===== src/design/ndpcm_pkg.sv =====
// Shared types and constants for the nibble DPCM block decoder.
// No dependencies; used by ndpcm_delta_acc, nibble_dpcm_block_decoder, ndpcm_checker and the testbench.
`default_nettype none

package ndpcm_pkg;

  // Datapath widths
  localparam int unsigned BYTE_W  = 8;
  localparam int unsigned NIB_W   = 4;
  localparam int unsigned SHIFT_W = 5;
  localparam int unsigned ACC_W   = 16;
  localparam int unsigned WORD_W  = 32;
  localparam int unsigned POS_W   = 4;
  localparam int unsigned CNT_W   = 24;
  localparam int unsigned DATA_W  = 32;
  localparam int unsigned ADDR_W  = 3;

  // Low nibble sits in the top of the word and is shifted right by (28 - s) mod 32
  localparam logic [SHIFT_W-1:0] LO_SHIFT_BASE = 5'd28;

  // Clamp limits of the accumulator, compared on the 32-bit sum
  localparam logic signed [WORD_W-1:0] SUM_MAX = 32'sd32767;
  localparam logic signed [WORD_W-1:0] SUM_MIN = -32'sd32768;
  localparam logic signed [ACC_W-1:0]  ACC_MAX = 16'sh7fff;
  localparam logic signed [ACC_W-1:0]  ACC_MIN = -16'sh8000;

  // Byte position within a block: header, then eight data bytes
  localparam logic [POS_W-1:0] HDR_POS       = 4'd0;
  localparam logic [POS_W-1:0] FIRST_DAT_POS = 4'd1;
  localparam logic [POS_W-1:0] LAST_DAT_POS  = 4'd8;

  // Register map
  localparam logic REG_BLOCK_COUNT = 1'b0;
  localparam logic [CNT_W-1:0] BLOCK_COUNT_RST = 24'd1;

  // Request from the control path to the delta/accumulate datapath
  typedef struct packed {
    logic [BYTE_W-1:0]  data_byte;
    logic [SHIFT_W-1:0] shift;
    logic               high_phase;  // 0: low nibble, 1: high nibble
  } step_req_t;

endpackage

`default_nettype wire


===== src/design/ndpcm_delta_acc.sv =====
// Delta generation, 32-bit wrapping add and 16-bit clamp for one sample.
// Depends on ndpcm_pkg.
`default_nettype none

module ndpcm_delta_acc (
  input  wire ndpcm_pkg::step_req_t                req,
  input  wire logic signed [ndpcm_pkg::ACC_W-1:0]  acc_i,
  output logic signed [ndpcm_pkg::ACC_W-1:0]       acc_o
);

  logic [ndpcm_pkg::NIB_W-1:0]          nib;
  logic [ndpcm_pkg::SHIFT_W-1:0]        lo_k;
  logic signed [ndpcm_pkg::WORD_W-1:0]  lo_word;
  logic signed [ndpcm_pkg::WORD_W-1:0]  lo_delta;
  logic signed [ndpcm_pkg::WORD_W-1:0]  hi_delta;
  logic signed [ndpcm_pkg::WORD_W-1:0]  delta;
  logic signed [ndpcm_pkg::WORD_W-1:0]  sum;

  // Pick the nibble for this phase
  assign nib = req.high_phase ? req.data_byte[7:4] : req.data_byte[3:0];

  // Low nibble: top of word, arithmetic shift right by (28 - s) mod 32
  assign lo_k     = ndpcm_pkg::SHIFT_W'(ndpcm_pkg::LO_SHIFT_BASE - req.shift);
  assign lo_word  = {nib, {(ndpcm_pkg::WORD_W - ndpcm_pkg::NIB_W){1'b0}}};
  assign lo_delta = lo_word >>> lo_k;

  // High nibble: sign-extended, shifted left by s
  assign hi_delta = {{(ndpcm_pkg::WORD_W - ndpcm_pkg::NIB_W){nib[3]}}, nib} << req.shift;

  assign delta = req.high_phase ? hi_delta : lo_delta;

  // Wrapping add on 32 bits
  assign sum = ndpcm_pkg::WORD_W'(
               {{(ndpcm_pkg::WORD_W - ndpcm_pkg::ACC_W){acc_i[ndpcm_pkg::ACC_W-1]}}, acc_i}
               + delta);

  // Clamp into 16-bit range
  always_comb begin
    if (sum > ndpcm_pkg::SUM_MAX) begin
      acc_o = ndpcm_pkg::ACC_MAX;
    end else if (sum < ndpcm_pkg::SUM_MIN) begin
      acc_o = ndpcm_pkg::ACC_MIN;
    end else begin
      acc_o = sum[ndpcm_pkg::ACC_W-1:0];
    end
  end

endmodule

`default_nettype wire


===== src/design/nibble_dpcm_block_decoder.sv =====
// Nibble DPCM block decoder top level: input register, control, result register.
// Depends on ndpcm_pkg and ndpcm_delta_acc.
//
// Usage:
// - Input channel (in_valid/in_ready/in_data_byte) takes a byte stream of 9-byte
//   blocks: a shift header followed by eight data bytes, two nibbles each.
// - Result channel (out_valid/out_ready) gives out_sample_high, the high byte
//   of the clamped accumulator, and out_last_of_pair, set on the high nibble.
// - APB-style port: block_count at byte address 0; the user must write it only
//   while idle, the block has no guard for it. A transfer lands in an input
//   register; the next cycle a header byte is absorbed, and a data byte passes
//   the single add-and-clamp path once per sample, each to the result register.
// - Path: a data byte waits in the input register and each of its samples is
//   registered in the result register, low nibble first, then high.
// - Throughput: a header byte yields no sample, a data byte yields two; the
//   accumulator loop produces one sample per cycle while the receiver keeps up.
// - The next byte is taken while a result waits in the result register.
// - When the receiver stalls, the result register holds its sample, a data byte
//   in the input register waits and keeps in_ready low; a header still passes.
// - Reset (synchronous, rst_n low) empties both registers, clears accumulator,
//   block position and run counter, and sets block_count to 1.
`default_nettype none

module nibble_dpcm_block_decoder (
  input  wire logic                              clk,
  input  wire logic                              rst_n,
  // input channel
  input  wire logic                              in_valid,
  output logic                                   in_ready,
  input  wire logic [ndpcm_pkg::BYTE_W-1:0]      in_data_byte,
  // result channel
  output logic                                   out_valid,
  input  wire logic                              out_ready,
  output logic signed [ndpcm_pkg::BYTE_W-1:0]    out_sample_high,
  output logic                                   out_last_of_pair,
  // configuration port
  input  wire logic                              cfg_psel,
  input  wire logic                              cfg_penable,
  input  wire logic                              cfg_pwrite,
  input  wire logic [ndpcm_pkg::ADDR_W-1:0]      cfg_paddr,
  input  wire logic [ndpcm_pkg::DATA_W-1:0]      cfg_pwdata,
  output logic [ndpcm_pkg::DATA_W-1:0]           cfg_prdata,
  output logic                                   cfg_pready
);

  // Configuration
  logic [ndpcm_pkg::CNT_W-1:0]         block_count_r;
  logic                                cfg_sel_bc;
  logic                                cfg_wr;

  // Input register
  logic                                hold_vld_r;
  logic [ndpcm_pkg::BYTE_W-1:0]        hold_byte_r;
  logic                                phase_r;

  // Decoder state
  logic [ndpcm_pkg::POS_W-1:0]         pos_r;
  logic [ndpcm_pkg::SHIFT_W-1:0]       shift_r;
  logic signed [ndpcm_pkg::ACC_W-1:0]  acc_r;
  logic [ndpcm_pkg::CNT_W-1:0]         done_r;

  // Result register
  logic                                out_vld_r;
  logic signed [ndpcm_pkg::BYTE_W-1:0] out_sample_r;
  logic                                out_last_r;

  // Control
  logic                                is_hdr;
  logic                                out_free;
  logic                                step;
  logic                                consume;
  logic                                data_step;
  logic                                blk_end;
  logic [ndpcm_pkg::CNT_W-1:0]         done_inc;
  logic                                run_end;
  ndpcm_pkg::step_req_t                req;
  logic signed [ndpcm_pkg::ACC_W-1:0]  acc_new;

  // Register access
  assign cfg_pready = 1'b1;
  assign cfg_sel_bc = (cfg_paddr[2] == ndpcm_pkg::REG_BLOCK_COUNT);
  assign cfg_wr     = cfg_psel && cfg_penable && cfg_pwrite && cfg_pready && cfg_sel_bc;
  assign cfg_prdata = cfg_sel_bc ?
                      {{(ndpcm_pkg::DATA_W - ndpcm_pkg::CNT_W){1'b0}}, block_count_r} :
                      '0;

  always_ff @(posedge clk) begin
    if (!rst_n) begin
      block_count_r <= ndpcm_pkg::BLOCK_COUNT_RST;
    end else if (cfg_wr) begin
      block_count_r <= cfg_pwdata[ndpcm_pkg::CNT_W-1:0];
    end
  end

  // Step control: a header is absorbed without waiting, a data byte emits low then high
  assign is_hdr    = (pos_r == ndpcm_pkg::HDR_POS);
  assign out_free  = !out_vld_r || out_ready;
  assign step      = hold_vld_r && (is_hdr || out_free);
  assign data_step = step && !is_hdr;
  assign consume   = step && (is_hdr || phase_r);
  assign in_ready  = !hold_vld_r || consume;

  // End of block and end of run
  assign blk_end  = data_step && phase_r && (pos_r >= ndpcm_pkg::LAST_DAT_POS);
  assign done_inc = ndpcm_pkg::CNT_W'(done_r + 1'b1);
  assign run_end  = (done_inc == block_count_r);

  // Datapath
  assign req.data_byte  = hold_byte_r;
  assign req.shift      = shift_r;
  assign req.high_phase = phase_r;

  ndpcm_delta_acc u_delta_acc (
    .req   (req),
    .acc_i (acc_r),
    .acc_o (acc_new)
  );

  // Input register
  always_ff @(posedge clk) begin
    if (!rst_n) begin
      hold_vld_r <= 1'b0;
      phase_r    <= 1'b0;
    end else begin
      if (in_valid && in_ready) begin
        hold_vld_r <= 1'b1;
      end else if (consume) begin
        hold_vld_r <= 1'b0;
      end
      if (data_step) begin
        phase_r <= !phase_r;
      end
    end
  end

  always_ff @(posedge clk) begin
    if (in_valid && in_ready) begin
      hold_byte_r <= in_data_byte;
    end
  end

  // Block position, shift, accumulator and run counter
  always_ff @(posedge clk) begin
    if (!rst_n) begin
      pos_r   <= ndpcm_pkg::HDR_POS;
      shift_r <= '0;
      acc_r   <= '0;
      done_r  <= '0;
    end else if (step) begin
      if (is_hdr) begin
        shift_r <= hold_byte_r[ndpcm_pkg::SHIFT_W-1:0];
        pos_r   <= ndpcm_pkg::FIRST_DAT_POS;
      end else begin
        acc_r <= acc_new;
        if (phase_r) begin
          if (blk_end) begin
            pos_r <= ndpcm_pkg::HDR_POS;
            if (run_end) begin
              done_r <= '0;
              acc_r  <= '0;
            end else begin
              done_r <= done_inc;
            end
          end else begin
            pos_r <= ndpcm_pkg::POS_W'(pos_r + 1'b1);
          end
        end
      end
    end
  end

  // Result register
  always_ff @(posedge clk) begin
    if (!rst_n) begin
      out_vld_r <= 1'b0;
    end else if (data_step) begin
      out_vld_r <= 1'b1;
    end else if (out_ready) begin
      out_vld_r <= 1'b0;
    end
  end

  always_ff @(posedge clk) begin
    if (data_step) begin
      out_sample_r <= acc_new[ndpcm_pkg::ACC_W-1 -: ndpcm_pkg::BYTE_W];
      out_last_r   <= phase_r;
    end
  end

  assign out_valid        = out_vld_r;
  assign out_sample_high  = out_sample_r;
  assign out_last_of_pair = out_last_r;

endmodule

`default_nettype wire


===== config.mk =====
export PLATFORM = sky130hd
export DESIGN_NAME = nibble_dpcm_block_decoder
export DESIGN_NICKNAME = d
export VERILOG_FILES = /design/src/design/ndpcm_pkg.sv /design/src/design/ndpcm_delta_acc.sv /design/src/design/nibble_dpcm_block_decoder.sv
export SDC_FILE = /design/constraint.sdc
export NUM_CORES = 1
export LEC_CHECK = 0
export BUFFER_PORTS_ARGS = -buffer_cell sky130_fd_sc_hd__buf_2
export CAP_MARGIN = 30
export CORE_UTILIZATION = 51
export CTS_CLUSTER_SIZE = 8
export DETAILED_ROUTE_END_ITERATION = 10
export PLACE_DENSITY = 0.68
export SLEW_MARGIN = 20
export SYNTH_ARGS = -nofsm -noshare
export SYNTH_HDL_FRONTEND = slang
export SYNTH_SLANG_ARGS = --single-unit

===== constraint.sdc =====
create_clock -name clk -period 6.8 [get_ports clk]
set_input_delay 0.68 -clock clk [delete_from_list [all_inputs] [get_ports clk]]
set_output_delay 0.68 -clock clk [all_outputs]
set_load 0.02 [all_outputs]

After elaboration in Yosys (flattened, before gate mapping):

Cells that the tools add are included.
Widths: inputs -> output; s select.

* bitwise logic cells: 2
* shift-type cells: 2
* magnitude comparators: 3
* reduce and logical (&&, ||, !) cells: 25
* add/subtract/negate cells: 4
* equal/unequal tests: 1
* mux-type cells: 16

Operator list (count)
* $mux 16: 5
* $mux 24: 2
* $add 32x32->32: 1
* $gt 32x16->1 const B: 1
* $lt 32x16->1 const B: 1
* $mux 32: 1
* $shl 32x5->32: 1
* $sshr 32x5->32: 1
* $add 24x1->24 const B: 1
* $eq 24x24->1: 1
* $mux 4: 4
* $logic_and 1x1->1: 9
* $reduce_and 2->1: 3
* $reduce_bool 2->1: 3
* $sub 5x5->5 const A: 1
* $add 4x1->4 const B: 1
* $ge 4x4->1 const B: 1
* $logic_not 1->1: 4
* $logic_not 4->1: 1
* $logic_or 1x1->1: 4
* $mux 1: 4
* $reduce_and 4->1: 1
* $not 1->1: 2

* register bits: 93
* word-level logic and storage cells: 64

Longest topological paths before layout:

* word-level depth: 10
* gate-level depth with buffers: 25

By module:

A second synthesis with hierarchy kept.

* cells, all modules: 1077
* area total of the unflattened synthesis: 7952.6 µm²

Modules (own cells, without submodules)
* nibble_dpcm_block_decoder: instances 1, cells an instance 566, area each 4729.5 µm², sequential area each 2031.9 µm²
* ndpcm_delta_acc: instances 1, cells an instance 511, area each 3223.1 µm², sequential area each 0.0 µm²

Least setup slack after synthesis:

No wires, ideal clock.

* path kind: register to register
* from: reg shift_r[1] (netlist bit)
* to: reg acc_r[14] (netlist bit)
* arrival: 5191 ps
* library setup time: 120 ps
* path slack: 1489 ps
* period minus slack after synthesis: 5311 ps
* stages on the path, launching flop included: 24
* cell sequence: dfxtp_1 clkbuf_1 inv_1 ha_1 nor2_1 xor2_1 and2_1 clkbuf_1 nand3_1 o22a_1 o22ai_1 ha_1 buf_2 a21oi_1 o21ai_1 o311ai_0 a2111oi_0 nor4b_1 nand4_1 or4_1 o31ai_4 nor2_4 buf_6 a211o_1

* longest elaborated chain between the ends: 10

RTL lines
* from (decl): line nibble_dpcm_block_decoder.sv:58 `logic [ndpcm_pkg::SHIFT_W-1:0] shift_r;`
* from (signal assigned): line nibble_dpcm_block_decoder.sv:151 `shift_r <= hold_byte_r[ndpcm_pkg::SHIFT_W-1:0];`
* $sub 5x5->5: line ndpcm_delta_acc.sv:23 `assign lo_k = ndpcm_pkg::SHIFT_W'(ndpcm_pkg::LO_SHIFT_BASE - req.shift);`
* $sshr 32x5->32: line ndpcm_delta_acc.sv:25 `assign lo_delta = lo_word >>> lo_k;`
* $mux 32 (*): line ndpcm_delta_acc.sv:30 `assign delta = req.high_phase ? hi_delta : lo_delta;`
* $add 32x32->32 (*): line ndpcm_delta_acc.sv:35 `+ delta);`
* $lt 32x16->1: line ndpcm_delta_acc.sv:41 `end else if (sum < ndpcm_pkg::SUM_MIN) begin`
* $mux 16: line ndpcm_delta_acc.sv:41
* $mux 16 (*): line ndpcm_delta_acc.sv:39 `if (sum > ndpcm_pkg::SUM_MAX) begin`
* $mux 16: line nibble_dpcm_block_decoder.sv:158 `if (run_end) begin`
* $mux 16: line nibble_dpcm_block_decoder.sv:156 `if (blk_end) begin`
* $mux 16 (*): line nibble_dpcm_block_decoder.sv:155 `if (phase_r) begin`
* to (signal assigned): line nibble_dpcm_block_decoder.sv:154 `acc_r <= acc_new;`
* to (decl): line nibble_dpcm_block_decoder.sv:59 `logic signed [ndpcm_pkg::ACC_W-1:0] acc_r;`

Mark *: on every way between the ends. The rest lies on a longest branch, timed or not.
A chain may end at the register's enable or synchronous reset.

Worst setup path in the final report:

* from: reg shift_r[0] (netlist bit)
* to: reg acc_r[1] (netlist bit)

Same word-level chain as after synthesis.

==> results.yml <==
final_layout:
  drive_gt1_frac: 0.119
  syn_to_final_growth_pct: 8.07
  fin_nets: 1233
  num_antenna_cells: 0
  fill_cells: 1556
  final_util: 0.571
global_routing:
  grt_max_degree: 64
  grt_pass1_wl_mm: 37.0
  first_global_vias: 7375
  grt_antenna_before_repair: 0
  grtUsageTotal: 0.259
  overflow: 0
synthesis:
  synth_area_um2: 8510
  dominantRegCellSynth: "dfxtp_1"
  yosys_register_bits: 93
  avgSynthCellArea_um2: 7.54
  synth_edf_count: 17
  synth_cell_types: 84
  syn_inst: 1129
  yosysSeqAreaShare: 0.239
  synth_warnings: 0
  async_reset_ff_frac: 0
timing:
  slew_viol_final: 0
  fin_skew_ns: 0.0106
  max_freq_mhz: 162
  rsz0062_at_grt: "false"
  period_needed_ns: 6.18
  worstMarginPinSlew_ns: 0.895
  slew_headroom: 0.403
  finalCritPeriodShare: 0.909
  setup_violations: 0
  fin_tns_setup_ns: 0
  hold_violations: 0
pwr:
  pwr-share-seq: 0.360
  swShare: 0.355
  p_int_uw: 1070
  p_sw_uw: 591
  pwr-share-clk: 0.301
  combPwrFrac: 0.339
  p_leak_uw: 0.00373
  p_per_area_nw_per_um2: 181
  ir_worst_vdd_mv: 0.125
setup_path:
  path_cells: "inv_1 > ha_1 > xor2_1 > buf_4 > nor2_1 > a21oi_1 > a31oi_1 > o22a_1 > o22ai_1 > ha_1 > a21oi_1 > o21ai_1 > o311ai_0 > a2111oi_0 > dlymetal6s2s_1 > nor4b_1 > nand4_1 > or4_1 > o31ai_4 > nor2_4 > a221o_1"
  critPathMaxFanout: 13
  critical-path-max-stage-delay_ns: 0.60
  worstPathArrival_ns: 6.41
  path_class: "flop to flop"
  start_kind: "flop"
  cp_slowest_cell: "or4_1"
  cp.required_ns: 7.03
  cp-end-kind: "flop"
floorplan:
  initial_core_util: 0.528
  rows: 46
  coreArea_um2: 16100
  die_y_um: 131
  chipWidth_um: 131
  dieArea_um2: 17200
  ios: 94
cts:
  cts_tree: "yes"
  cts-resized-gates: 0
  cts.clk_slew.worst_paths_ns: 0.07
  postCtsSetupBuffers: 0
  cts_hold_buf: 0
  cts_buffers: 9
  cts_buffer_depth: 2
  h-tree-depth: 3
  clock_sinks: 93
  clk_latency_ns: 0.35
  root_buffer: "clkbuf_16"
routing:
  vias: 8374
  viasPerCell: 6.12
  drtAntennaViolNets: 0
  wire_per_inst_um: 16.5
  routed_wl_mm: 22.5
  drtPass1Iterations: 5
  drtIter0Drc: 771
  remaining_drc_errors: 0
job:
  cap_viol_max_count: 0
place:
  dp_hpwl_mm: 17.1
  io_buffers: 74
  place.gp.congestion: 0.967
run_status:
  status: "finished, final reports clean"
min_path:
  worstHoldPathType: "flop to flop"
==> worst max-delay path, delay by kind of cell (launching register included) <==
family          cells  cell delay, ns
xor+xnor            1            0.15
compound gates     10            2.49
buf+inv             3            0.58
flops               1            0.52
fa+ha+maj           2            0.71
simple gates        5            1.58
==> cell type report <==
| cell class | count | area [um2] | area share |
|---|---|---|---|
| Clock buffer | 10 | 229 | 0.0249 |
| Clock inverter | 6 | 63.8 | 0.00694 |
| Inverter | 25 | 93.8 | 0.0102 |
| Multi-Input combinational cell | 925 | 5990 | 0.651 |
| Sequential cell | 93 | 2030 | 0.221 |
| Tap cell | 216 | 270 | 0.0294 |
| Timing Repair Buffer | 93 | 522 | 0.0567 |
==> kinds of logic after synthesis <==
| logic type | after synthesis | synth area share |
|---|---|---|
| AOI/OAI and AO/OA | 369 | 0.292 |
| buffers and inverters | 118 | 0.0609 |
| adders and majority gates | 36 | 0.0538 |
| other | 2 | 0.000882 |
| DFF | 93 | 0.239 |
| xor gates and xnor gates | 54 | 0.0556 |
| and+or+nand+nor | 439 | 0.277 |
| muxes | 18 | 0.0219 |
==> cells in the mapped netlist, drive strengths merged, types with 17 or more instances <==
| cell type | n | share of area |
|---|---|---|
| o21ai | 53 | 0.031 |
| a21oi | 103 | 0.061 |
| a21boi | 35 | 0.031 |
| nand3 | 38 | 0.024 |
| nand4 | 22 | 0.020 |
| nor2b | 54 | 0.040 |
| nor3 | 37 | 0.022 |
| xnor2 | 30 | 0.031 |
| dfxtp | 76 | 0.18 |
| nor2 | 68 | 0.031 |
| inv | 25 | 0.011 |
| clkbuf | 59 | 0.026 |
| xor2 | 24 | 0.025 |
| o21a | 32 | 0.029 |
| buf | 34 | 0.023 |
| ha | 35 | 0.051 |
| o22ai | 17 | 0.012 |
| edfxtp | 17 | 0.060 |
| nand2 | 126 | 0.057 |
==> power groups by stage <==
| stage | combinational (uW) | sequential (uW) | clock, uW |
|---|---|---|---|
| after floorplan | 422 | 606 | 0 |
| after global placement | 548 | 611 | 0 |
| after detailed placement | 550 | 612 | 0 |
| after CTS | 553 | 599 | 516 |
| after global routing | 619 | 602 | 537 |
| final | 565 | 599 | 500 |
==> registers in the layout, summed over array words and instances (netlist names), 4 cells and up <==
signal	count
pos_r	4
block_count_r	24
hold_byte_r	8
done_r	24
shift_r	5
acc_r	16
out_sample_high	8
==> cells in the final DEF (no fill, tap or decap), types with 14 or more instances in the layout <==
master and instances:
nor2_1 66, edfxtp_1 17, a21o_1 16, nor2b_1 54
buf_2 74, buf_4 17, nand2_1 125, and2_1 15
o21ai_0 51, dfxtp_1 76, xor2_1 24, a21boi_0 35
nand4_1 20, xnor2_1 30, o22ai_1 17, inv_1 24
nand3_1 37, o21a_1 31, a211oi_1 14, nor3_1 37
ha_1 35, a21oi_1 103
==> worst paths after layout <==
kind / slack (ns) / end / start / cells after the start
setup / recovery: 0.62 / acc_r[1] / shift_r[0] / 21
hold / removal: 0.48 / acc_r[11] / acc_r[11] / 1
setup reg to reg: 0.62 / acc_r[1] / shift_r[0] / 21
hold reg to reg: 0.48 / acc_r[11] / acc_r[11] / 1
==> routing by layer <==
metal,share of wire,vias to the layer above,GRT usage
met5,0,-,0
met4,0.024,0,0.0856
met3,0.053,49,0.0367
met2,0.46,294,0.429
met1,0.46,3864,0.345
li1,-,4167,-
==> metrics by stage <==
stage | std cells | hold slack, ns | total power, uW | setup slack [ns] | cell area (um2)
finish | 1368 | 0.477 | 1660 | 0.621 | 9200
global route | 1368 | 0.486 | 1760 | 0.147 | 9200
CTS | 1367 | 0.484 | 1670 | 0.799 | 9190
detailed placement | 1351 | 0.468 | 1160 | 0.866 | 8890
global placement | 1350 | 0.459 | 1160 | 0.872 | 8880
floorplan | 1136 | 0.406 | 1030 | 1.49 | 8540
No activity file was read; power rests on OpenSTA's default activity.
